## src/hw/rtl/dlps_pkg.sv

```systemverilog
// Shared types and constants for the DHCP lease pool server.
// Used by dlps_lease_table and dhcp_lease_pool_server; no dependencies.
package dlps_pkg;

  localparam int POOL_ENTRIES = 16;
  localparam int IDX_W        = $clog2(POOL_ENTRIES);
  localparam int CNT_W        = $clog2(POOL_ENTRIES + 1);
  localparam int MAC_W        = 48;

  typedef logic [MAC_W-1:0] mac_t;
  typedef logic [IDX_W-1:0] idx_t;

  localparam logic [7:0] MSG_DISCOVER = 8'd1;
  localparam logic [7:0] MSG_REQUEST  = 8'd3;
  localparam logic [7:0] MSG_INFORM   = 8'd8;
  localparam logic [7:0] OPT_IP_LEN   = 8'd4;

  localparam logic [1:0] CFG_SERVER_IP  = 2'd0;
  localparam logic [1:0] CFG_POOL_START = 2'd1;
  localparam logic [1:0] CFG_POOL_SIZE  = 2'd2;

  typedef enum logic [1:0] {
    RK_NONE  = 2'd0,
    RK_OFFER = 2'd1,
    RK_ACK   = 2'd2
  } reply_kind_t;

  typedef enum logic [2:0] {
    STS_OK          = 3'd0,
    STS_UNSUPPORTED = 3'd1,
    STS_POOL_FULL   = 3'd2,
    STS_BAD_OPTION  = 3'd3,
    STS_NOT_IN_POOL = 3'd4,
    STS_TAKEN       = 3'd5
  } status_t;

  typedef enum logic [2:0] {
    S_IDLE,
    S_SCAN,
    S_FREE,
    S_CLAIM,
    S_FINISH
  } state_t;

  typedef struct packed {
    logic en;
    idx_t addr;
    mac_t data;
  } tbl_wr_t;

endpackage

```

## src/hw/rtl/dlps_lease_table.sv

```systemverilog
// Lease owner table: one MAC per pool entry, registered read, one write port.
// Per-entry valid bits make every entry read as free straight after reset.
// Depends on dlps_pkg.
module dlps_lease_table (
  input  logic              clk,
  input  logic              rst,
  input  dlps_pkg::idx_t    rd_addr,
  output dlps_pkg::mac_t    rd_owner,
  input  dlps_pkg::tbl_wr_t wr
);
  import dlps_pkg::*;

  mac_t                    mem [POOL_ENTRIES];
  logic [POOL_ENTRIES-1:0] entry_vld;
  mac_t                    rd_data;
  logic                    rd_vld;

  always_ff @(posedge clk) begin
    if (wr.en) begin
      mem[wr.addr] <= wr.data;
    end
    rd_data <= mem[rd_addr];
  end

  always_ff @(posedge clk) begin
    if (rst) begin
      entry_vld <= '0;
      rd_vld    <= 1'b0;
    end else begin
      if (wr.en) begin
        entry_vld[wr.addr] <= 1'b1;
      end
      rd_vld <= entry_vld[rd_addr];
    end
  end

  assign rd_owner = rd_vld ? rd_data : '0;

endmodule

```

## src/hw/rtl/dhcp_lease_pool_server.sv

```systemverilog
// DHCP lease pool server top level: message sequencer around the lease table.
// Depends on dlps_pkg and dlps_lease_table.
// Unsupported or malformed messages go straight to S_FINISH; discover runs the table
// scan then S_FINISH; request or inform run the scan, S_FREE, S_CLAIM and S_FINISH.
// One message at a time: in_stall stays high until the reply is loaded, which
// can wait on out_stall. Reset clears table, state, config, rd_idx and out_valid.
module dhcp_lease_pool_server (
  input  logic        clk,
  input  logic        rst,
  input  logic        cfg_valid,
  output logic        cfg_ready,
  input  logic [1:0]  cfg_index,
  input  logic [31:0] cfg_data,
  input  logic        in_valid,
  output logic        in_stall,
  input  logic [7:0]  message_type,
  input  logic [47:0] client_mac,
  input  logic        requested_ip_found,
  input  logic [7:0]  requested_ip_length,
  input  logic [31:0] requested_ip,
  input  logic [31:0] client_ip,
  output logic        out_valid,
  input  logic        out_stall,
  output logic [1:0]  reply_kind,
  output logic [2:0]  status,
  output logic [31:0] your_ip,
  output logic [3:0]  entry_index
);
  import dlps_pkg::*;

  state_t      state, state_next;
  logic [31:0] server_ip;
  logic [7:0]  pool_start_host;
  logic [4:0]  pool_size;

  logic [CNT_W-1:0] rd_idx;
  logic             pend;
  idx_t             cmp_idx;
  logic             is_disc;
  mac_t             mac_reg;
  logic [31:0]      target;
  logic             mac_hit, free_hit, ip_hit, ip_owned;
  idx_t             mac_idx, free_idx, ip_idx;

  reply_kind_t res_kind;
  status_t     res_status;
  logic [31:0] res_ip;
  idx_t        res_idx;

  logic [1:0]  out_kind;
  logic [2:0]  out_status;
  logic [31:0] out_ip;
  logic [3:0]  out_idx;

  idx_t    tbl_rd_addr;
  mac_t    rd_owner;
  tbl_wr_t tbl_wr;
  logic    load_out;

  logic       in_acc, type_ok, bad_opt, scan_done, claim_ok;
  logic [4:0] n_lim, n_eff;
  logic [8:0] diff;
  logic       skip_in;
  logic [8:0] cmp_host, res_host;
  logic       cmp_in_pool;
  idx_t       disc_idx;

  dlps_lease_table u_table (
    .clk      (clk),
    .rst      (rst),
    .rd_addr  (tbl_rd_addr),
    .rd_owner (rd_owner),
    .wr       (tbl_wr)
  );

  // host byte of an entry, bit 8 set when it runs past 255
  function automatic logic [8:0] pool_host(input idx_t idx, input logic [7:0] start,
                                           input logic [8:0] sdiff, input logic skip);
    logic s;
    s = skip && ({5'b0, idx} >= sdiff);
    return {1'b0, start} + {5'b0, idx} + {8'b0, s};
  endfunction

  assign n_lim   = (pool_size > 5'(POOL_ENTRIES)) ? 5'(POOL_ENTRIES) : pool_size;
  assign diff    = {1'b0, server_ip[7:0]} - {1'b0, pool_start_host};
  assign skip_in = (server_ip[7:0] >= pool_start_host) && (diff < {4'b0, n_lim});
  assign n_eff   = n_lim - {4'b0, skip_in};

  assign cmp_host    = pool_host(cmp_idx, pool_start_host, diff, skip_in);
  assign cmp_in_pool = ({1'b0, cmp_idx} < n_eff) && !cmp_host[8];
  assign disc_idx    = mac_hit ? mac_idx : free_idx;
  assign res_host    = pool_host(disc_idx, pool_start_host, diff, skip_in);

  assign in_acc    = in_valid && !in_stall;
  assign type_ok   = (message_type == MSG_DISCOVER) || (message_type == MSG_REQUEST) ||
                     (message_type == MSG_INFORM);
  assign bad_opt   = (message_type == MSG_REQUEST) &&
                     (!requested_ip_found || requested_ip_length != OPT_IP_LEN);
  assign scan_done = (rd_idx == CNT_W'(POOL_ENTRIES)) && !pend;
  // an owned target freed by this same client counts as free
  assign claim_ok  = ip_hit && !(ip_owned && !(mac_hit && mac_idx == ip_idx));

  assign cfg_ready = !rst;

  always_comb begin
    state_next = state;
    case (state)
      S_IDLE: begin
        if (in_acc) begin
          state_next = (!type_ok || bad_opt) ? S_FINISH : S_SCAN;
        end
      end
      S_SCAN: begin
        if (scan_done) begin
          state_next = is_disc ? S_FINISH : S_FREE;
        end
      end
      S_FREE:   state_next = S_CLAIM;
      S_CLAIM:  state_next = S_FINISH;
      S_FINISH: begin
        if (load_out) begin
          state_next = S_IDLE;
        end
      end
      default:  state_next = S_IDLE;
    endcase
  end

  always_comb begin
    in_stall    = rst || (state != S_IDLE);
    tbl_rd_addr = rd_idx[IDX_W-1:0];
    tbl_wr      = '0;
    load_out    = 1'b0;
    case (state)
      S_FREE: begin
        tbl_wr.en   = mac_hit;
        tbl_wr.addr = mac_idx;
      end
      S_CLAIM: begin
        tbl_wr.en   = claim_ok;
        tbl_wr.addr = ip_idx;
        tbl_wr.data = mac_reg;
      end
      S_FINISH: load_out = !out_valid || !out_stall;
      default: ;
    endcase
  end

  always_ff @(posedge clk) begin
    if (rst) begin
      state           <= S_IDLE;
      server_ip       <= '0;
      pool_start_host <= '0;
      pool_size       <= '0;
      rd_idx          <= '0;
      pend            <= 1'b0;
      out_valid       <= 1'b0;
    end else begin
      state <= state_next;
      if (cfg_valid && cfg_ready) begin
        case (cfg_index)
          CFG_SERVER_IP:  server_ip       <= cfg_data;
          CFG_POOL_START: pool_start_host <= cfg_data[7:0];
          CFG_POOL_SIZE:  pool_size       <= cfg_data[4:0];
          default: ;
        endcase
      end
      if (in_acc) begin
        rd_idx <= '0;
        pend   <= 1'b0;
      end else if (state == S_SCAN) begin
        pend <= (rd_idx != CNT_W'(POOL_ENTRIES));
        if (rd_idx != CNT_W'(POOL_ENTRIES)) begin
          rd_idx <= rd_idx + CNT_W'(1);
        end
      end
      if (load_out) begin
        out_valid <= 1'b1;
      end else if (!out_stall) begin
        out_valid <= 1'b0;
      end
    end
  end

  always_ff @(posedge clk) begin
    if (in_acc) begin
      is_disc    <= (message_type == MSG_DISCOVER);
      mac_reg    <= client_mac;
      target     <= (message_type == MSG_REQUEST) ? requested_ip : client_ip;
      mac_hit    <= 1'b0;
      free_hit   <= 1'b0;
      ip_hit     <= 1'b0;
      ip_owned   <= 1'b0;
      res_kind   <= RK_NONE;
      res_ip     <= '0;
      res_idx    <= '0;
      res_status <= !type_ok ? STS_UNSUPPORTED : (bad_opt ? STS_BAD_OPTION : STS_OK);
    end
    if (state == S_SCAN) begin
      cmp_idx <= rd_idx[IDX_W-1:0];
      if (pend && cmp_in_pool) begin
        if (!mac_hit && rd_owner == mac_reg) begin
          mac_hit <= 1'b1;
          mac_idx <= cmp_idx;
        end
        if (!free_hit && rd_owner == '0) begin
          free_hit <= 1'b1;
          free_idx <= cmp_idx;
        end
        if (!ip_hit && {server_ip[31:8], cmp_host[7:0]} == target) begin
          ip_hit   <= 1'b1;
          ip_idx   <= cmp_idx;
          ip_owned <= (rd_owner != '0);
        end
      end
      if (scan_done && is_disc) begin
        if (mac_hit || free_hit) begin
          res_kind   <= RK_OFFER;
          res_status <= STS_OK;
          res_ip     <= {server_ip[31:8], res_host[7:0]};
          res_idx    <= disc_idx;
        end else begin
          res_status <= STS_POOL_FULL;
        end
      end
    end
    if (state == S_CLAIM) begin
      if (!ip_hit) begin
        res_status <= STS_NOT_IN_POOL;
      end else if (!claim_ok) begin
        res_status <= STS_TAKEN;
      end else begin
        res_kind   <= RK_ACK;
        res_status <= STS_OK;
        res_ip     <= target;
        res_idx    <= ip_idx;
      end
    end
    if (load_out) begin
      out_kind   <= res_kind;
      out_status <= res_status;
      out_ip     <= res_ip;
      out_idx    <= 4'(res_idx);
    end
  end

  assign reply_kind  = out_kind;
  assign status      = out_status;
  assign your_ip     = out_ip;
  assign entry_index = out_idx;

  a_accept_leaves_idle: assert property (@(posedge clk) disable iff (rst)
    in_valid && !in_stall |=> state != S_IDLE)
    else $error("accepted transaction did not start work");

  a_finish_fills_output: assert property (@(posedge clk) disable iff (rst)
    state == S_FINISH && !out_valid |=> out_valid)
    else $error("finished result not presented");

  a_claim_write_acks: assert property (@(posedge clk) disable iff (rst)
    state == S_CLAIM && tbl_wr.en |=> res_kind == RK_ACK && res_status == STS_OK)
    else $error("table claim without acknowledge");

  a_no_reply_zero: assert property (@(posedge clk) disable iff (rst)
    out_valid && reply_kind == RK_NONE |-> your_ip == '0 && entry_index == '0)
    else $error("no-reply transaction carries address data");

endmodule
```

## config.mk

```make
export PLATFORM = sky130hd
export DESIGN_NAME = dhcp_lease_pool_server
export DESIGN_NICKNAME = d
export VERILOG_FILES = /design/src/hw/rtl/dlps_pkg.sv /design/src/hw/rtl/dlps_lease_table.sv /design/src/hw/rtl/dhcp_lease_pool_server.sv
export SDC_FILE = /design/constraint.sdc
export NUM_CORES = 1
export LEC_CHECK = 0
export ABC_AREA = 1
export BUFFER_PORTS_ARGS = -buffer_cell sky130_fd_sc_hd__clkbuf_2
export CORE_MARGIN = 3
export CORE_UTILIZATION = 49
export DETAILED_ROUTE_END_ITERATION = 16
export GPL_ROUTABILITY_DRIVEN = 1
export PLACE_DENSITY = 0.65
export RECOVER_POWER = 100
export SLEW_MARGIN = 20
export SYNTH_ARGS = -nofsm -noshare
export SYNTH_HDL_FRONTEND = slang
export SYNTH_SLANG_ARGS = --single-unit
```

## constraint.sdc

```tcl
create_clock -name clk -period 7.01 [get_ports clk]
set_input_delay 0.701 -clock clk [delete_from_list [all_inputs] [get_ports clk]]
set_output_delay 0.701 -clock clk [all_outputs]
set_load 0.01 [all_outputs]
```

==> impl_metrics.yaml <==
synthesis:
  synth_cells: 3791
  seq_area_frac_synth_pct: 70.8
  async_flop_share_pct: 0
  synth_edf_count: 906
  ys_warn_count: 0
  ys.flop_type: "edfxtp_1"
  ys_seq_elements: 1071
  postSynthAreaPerCell_sq_um: 11.4
  syn_area_sq_mm: 0.0431
  yosysUniqueCellTypes: 46
  syn_nets: 3994
cts:
  cts_setup_buffers: 0
  cts_hold_buf: 0
  cts_buffer_depth: 3
  cts.sinks: 1071
  ctsResizeCount: 0
  cts_buffers: 106
  path_clk_slew_ns: 0.06
  htree_num_levels: 3
  cts_root_buf: "clkbuf_16"
  cts_tree: "yes"
  clk_latency_ns: 0.70
pwr:
  pwr-share-clk_pct: 44.7
  combPwrFrac_pct: 2.4
  leakagePower_uw: 0.0161
  peakVddDrop_uv: 206
  switching_share_pct: 20.4
  power_switching_uw: 2670
  p_seq_share_pct: 52.9
  internal_power_uw: 10400
  powerDensity_mw_per_mm2: 269
worst_hold_path:
  hold_end: "mac_reg[45]"
  hold_depth: 1
  min_from: "client_mac[45]"
  hp-class: "input port to flop"
finish:
  drive_gt1_share_pct: 9.16
  nNetsFinal: 4150
  most-common-layout-cells: "edfxtp_1, nand2_1, nor2_1"
  post-route-util_pct: 55.9
  antennaDiodeCount: 0
  final_common_cell: "edfxtp_1"
  syn2layout_area_growth_pct: 12.9
  largest_register_ff_count: 768
  fillers: 7359
floorplan:
  io_pins: 212
  dieArea_sq_mm: 0.0915
  die_w_microns: 303
  die_h_microns: 303
  initial_core_util_pct: 49.5
  num_rows: 108
  coreArea_sq_mm: 0.0870
timing:
  maxSlewHeadroom_pct: -127
  hold_violations: 0
  rsz0062_at_grt: "no"
  clock-skew-final_ns: 0.0584
  setup_violations: 0
  fmax_mhz: 171
  worst_pin_slew_ns: 3.40
  fin_crit_sh_pct: 83.3
  fin_crit_ns: 5.84
  final-max-slew-violation-count: 1180
  finalSetupTns_ns: 0
drt:
  drc: 0
  wl_per_cell_microns: 22.0
  vias_per_cell: 5.68
  vias: 29500
  dr.pass1.iters: 6
  wirelength_mm: 114
  drtIter0Drc: 3503
  ant_nets: 0
global_routing:
  grt_max_degree: 172
  grt_pass1_vias: 27600
  grt-ovfl-total: 0
  grtUsageMet2_pct: 39.5
  antenna_found_initial: 1
  grt_util_met3_pct: 4.41
  grt_busiest_layer: "met2"
  gr-usage-all-layers_pct: 24.5
  grt_pass1_wl_mm: 170
  grt_util_met1_pct: 34.0
flow_run:
  maxCapViolations: 28
setup_path:
  worstReg2RegEnd: "u_table.mem[2][3]"
  worst_ep_arrival_time_ns: 6.02
  reg2reg_depth: 7
  r2r_start: "state[1]"
  worstSetupPathType: "flop to flop"
  path_max_fanout: 58
  critPathRequiredTime_ns: 7.19
  rrSetupSlack_ns: 1.17
  end_kind: "flop"
  cp-start-kind: "flop"
status:
  violations: "capacitance limit, slew limit"
  outcome: "finished, violations left"
placed_design:
  gp_congestion: 0.890
  io_buffers: 211
  place.detailed.hpwl_mm: 62.5
## worst max-delay path, stage by stage (launching register included)
cell	delay, ns
dfxtp_1	0.44
nand3_4	0.72
nor2_1	0.37
nand2_2	0.09
nand2_1	0.39
nand3_1	0.25
clkinvlp_2	0.66
clkbuf_1	2.40
## synth_stat cells, types with 2 or more instances
cell type | count | area share, %
edfxtp_1 | 906 | 63
nand2_1 | 613 | 5.3
nor2_1 | 557 | 4.9
o21ai_0 | 508 | 5.9
inv_1 | 252 | 2.2
o22ai_1 | 211 | 3.1
dfxtp_1 | 165 | 7.7
clkbuf_1 | 132 | 1.2
nand3_1 | 81 | 0.94
a21oi_1 | 80 | 0.93
nand4_1 | 75 | 1.1
buf_2 | 47 | 0.55
ha_1 | 30 | 0.87
xor2_1 | 22 | 0.45
buf_1 | 18 | 0.16
o211ai_1 | 12 | 0.21
nor3_1 | 10 | 0.12
xnor2_1 | 8 | 0.16
a31oi_1 | 5 | 0.073
fa_1 | 5 | 0.23
nor4_1 | 5 | 0.073
o21ai_1 | 5 | 0.058
a211oi_1 | 4 | 0.070
buf_4 | 4 | 0.070
inv_2 | 4 | 0.035
o21bai_1 | 3 | 0.052
o2bb2ai_1 | 3 | 0.061
a221oi_1 | 2 | 0.041
clkinv_1 | 2 | 0.017
nand2_2 | 2 | 0.029
nand3_2 | 2 | 0.046
nand3b_1 | 2 | 0.035
nor3_2 | 2 | 0.046
or2_2 | 2 | 0.029
## metrics by stage
step / worst slack (ns) / instance area [sq um] / total power (uW) / hold WS, ns / instances
4_1_cts: 2.24 / 48800 / 13200 / 0.121 / 5194
6_report: 1.17 / 48600 / 13100 / 0.176 / 5194
5_1_grt: 0.933 / 48600 / 13500 / 0.135 / 5194
3_5_place_dp: 2.27 / 45200 / 7370 / 0.416 / 4994
2_1_floorplan: 2.90 / 43100 / 7220 / 0.409 / 3791
3_3_place_gp: 2.35 / 45200 / 7370 / 0.413 / 4994
## power groups by stage
stage	Clock, uW	Sequential [uW]	Combinational, uW
2_1_floorplan	0	7040	180
3_3_place_gp	0	7050	317
3_5_place_dp	0	7050	320
4_1_cts	5940	6910	323
5_1_grt	6180	6920	355
6_report	5840	6920	316
## worst max path at each step
| stage | slack (ns) | cells after the start | endpoint | start |
|---|---|---|---|---|
| after floorplan | 2.90 | 24 | ip_idx[0] | pool_start_host[0] |
| after global placement | 2.35 | 24 | ip_idx[0] | pool_start_host[0] |
| after detailed placement | 2.27 | 24 | ip_idx[0] | pool_start_host[0] |
| after CTS | 2.24 | 24 | ip_idx[0] | pool_start_host[0] |
| after global routing | 0.93 | 7 | u_table.mem[2][3] | state[1] |
| final | 1.17 | 7 | u_table.mem[2][3] | state[1] |
## per-layer routing
metal	share of wire (%)	vias to the layer above	wire, microns
met2	47	1364	53500
met1	41	14200	46600
met5	0	-	0
met3	9.0	227	10300
met4	3.1	0	3550
li1	-	13700	-
## final cells by class
cell class | count | area [sq um] | area share, %
Sequential cell | 1071 | 30500 | 62.8
Multi-Input combinational cell | 2260 | 10800 | 22.2
Clock buffer | 147 | 2970 | 6.10
Tap cell | 1155 | 1450 | 2.97
Timing Repair Buffer | 250 | 1240 | 2.55
Inverter | 258 | 1000 | 2.06
Clock inverter | 53 | 668 | 1.37
## logic make-up (layout without fill, tap and decap cells)
kind of cell             Yosys count  after routing  synth area share [%]
AO/OA/AOI/OAI                    840            840                  10.6
XOR/XNOR                          30             30                 0.610
adder cells (fa/ha/maj)           35             35                  1.10
buffers and inverters            460            708                  4.20
flip-flops                      1071           1071                  70.8
AND/OR/NAND/NOR                 1355           1355                  12.7
No activity file was read; power rests on OpenSTA's default activity.
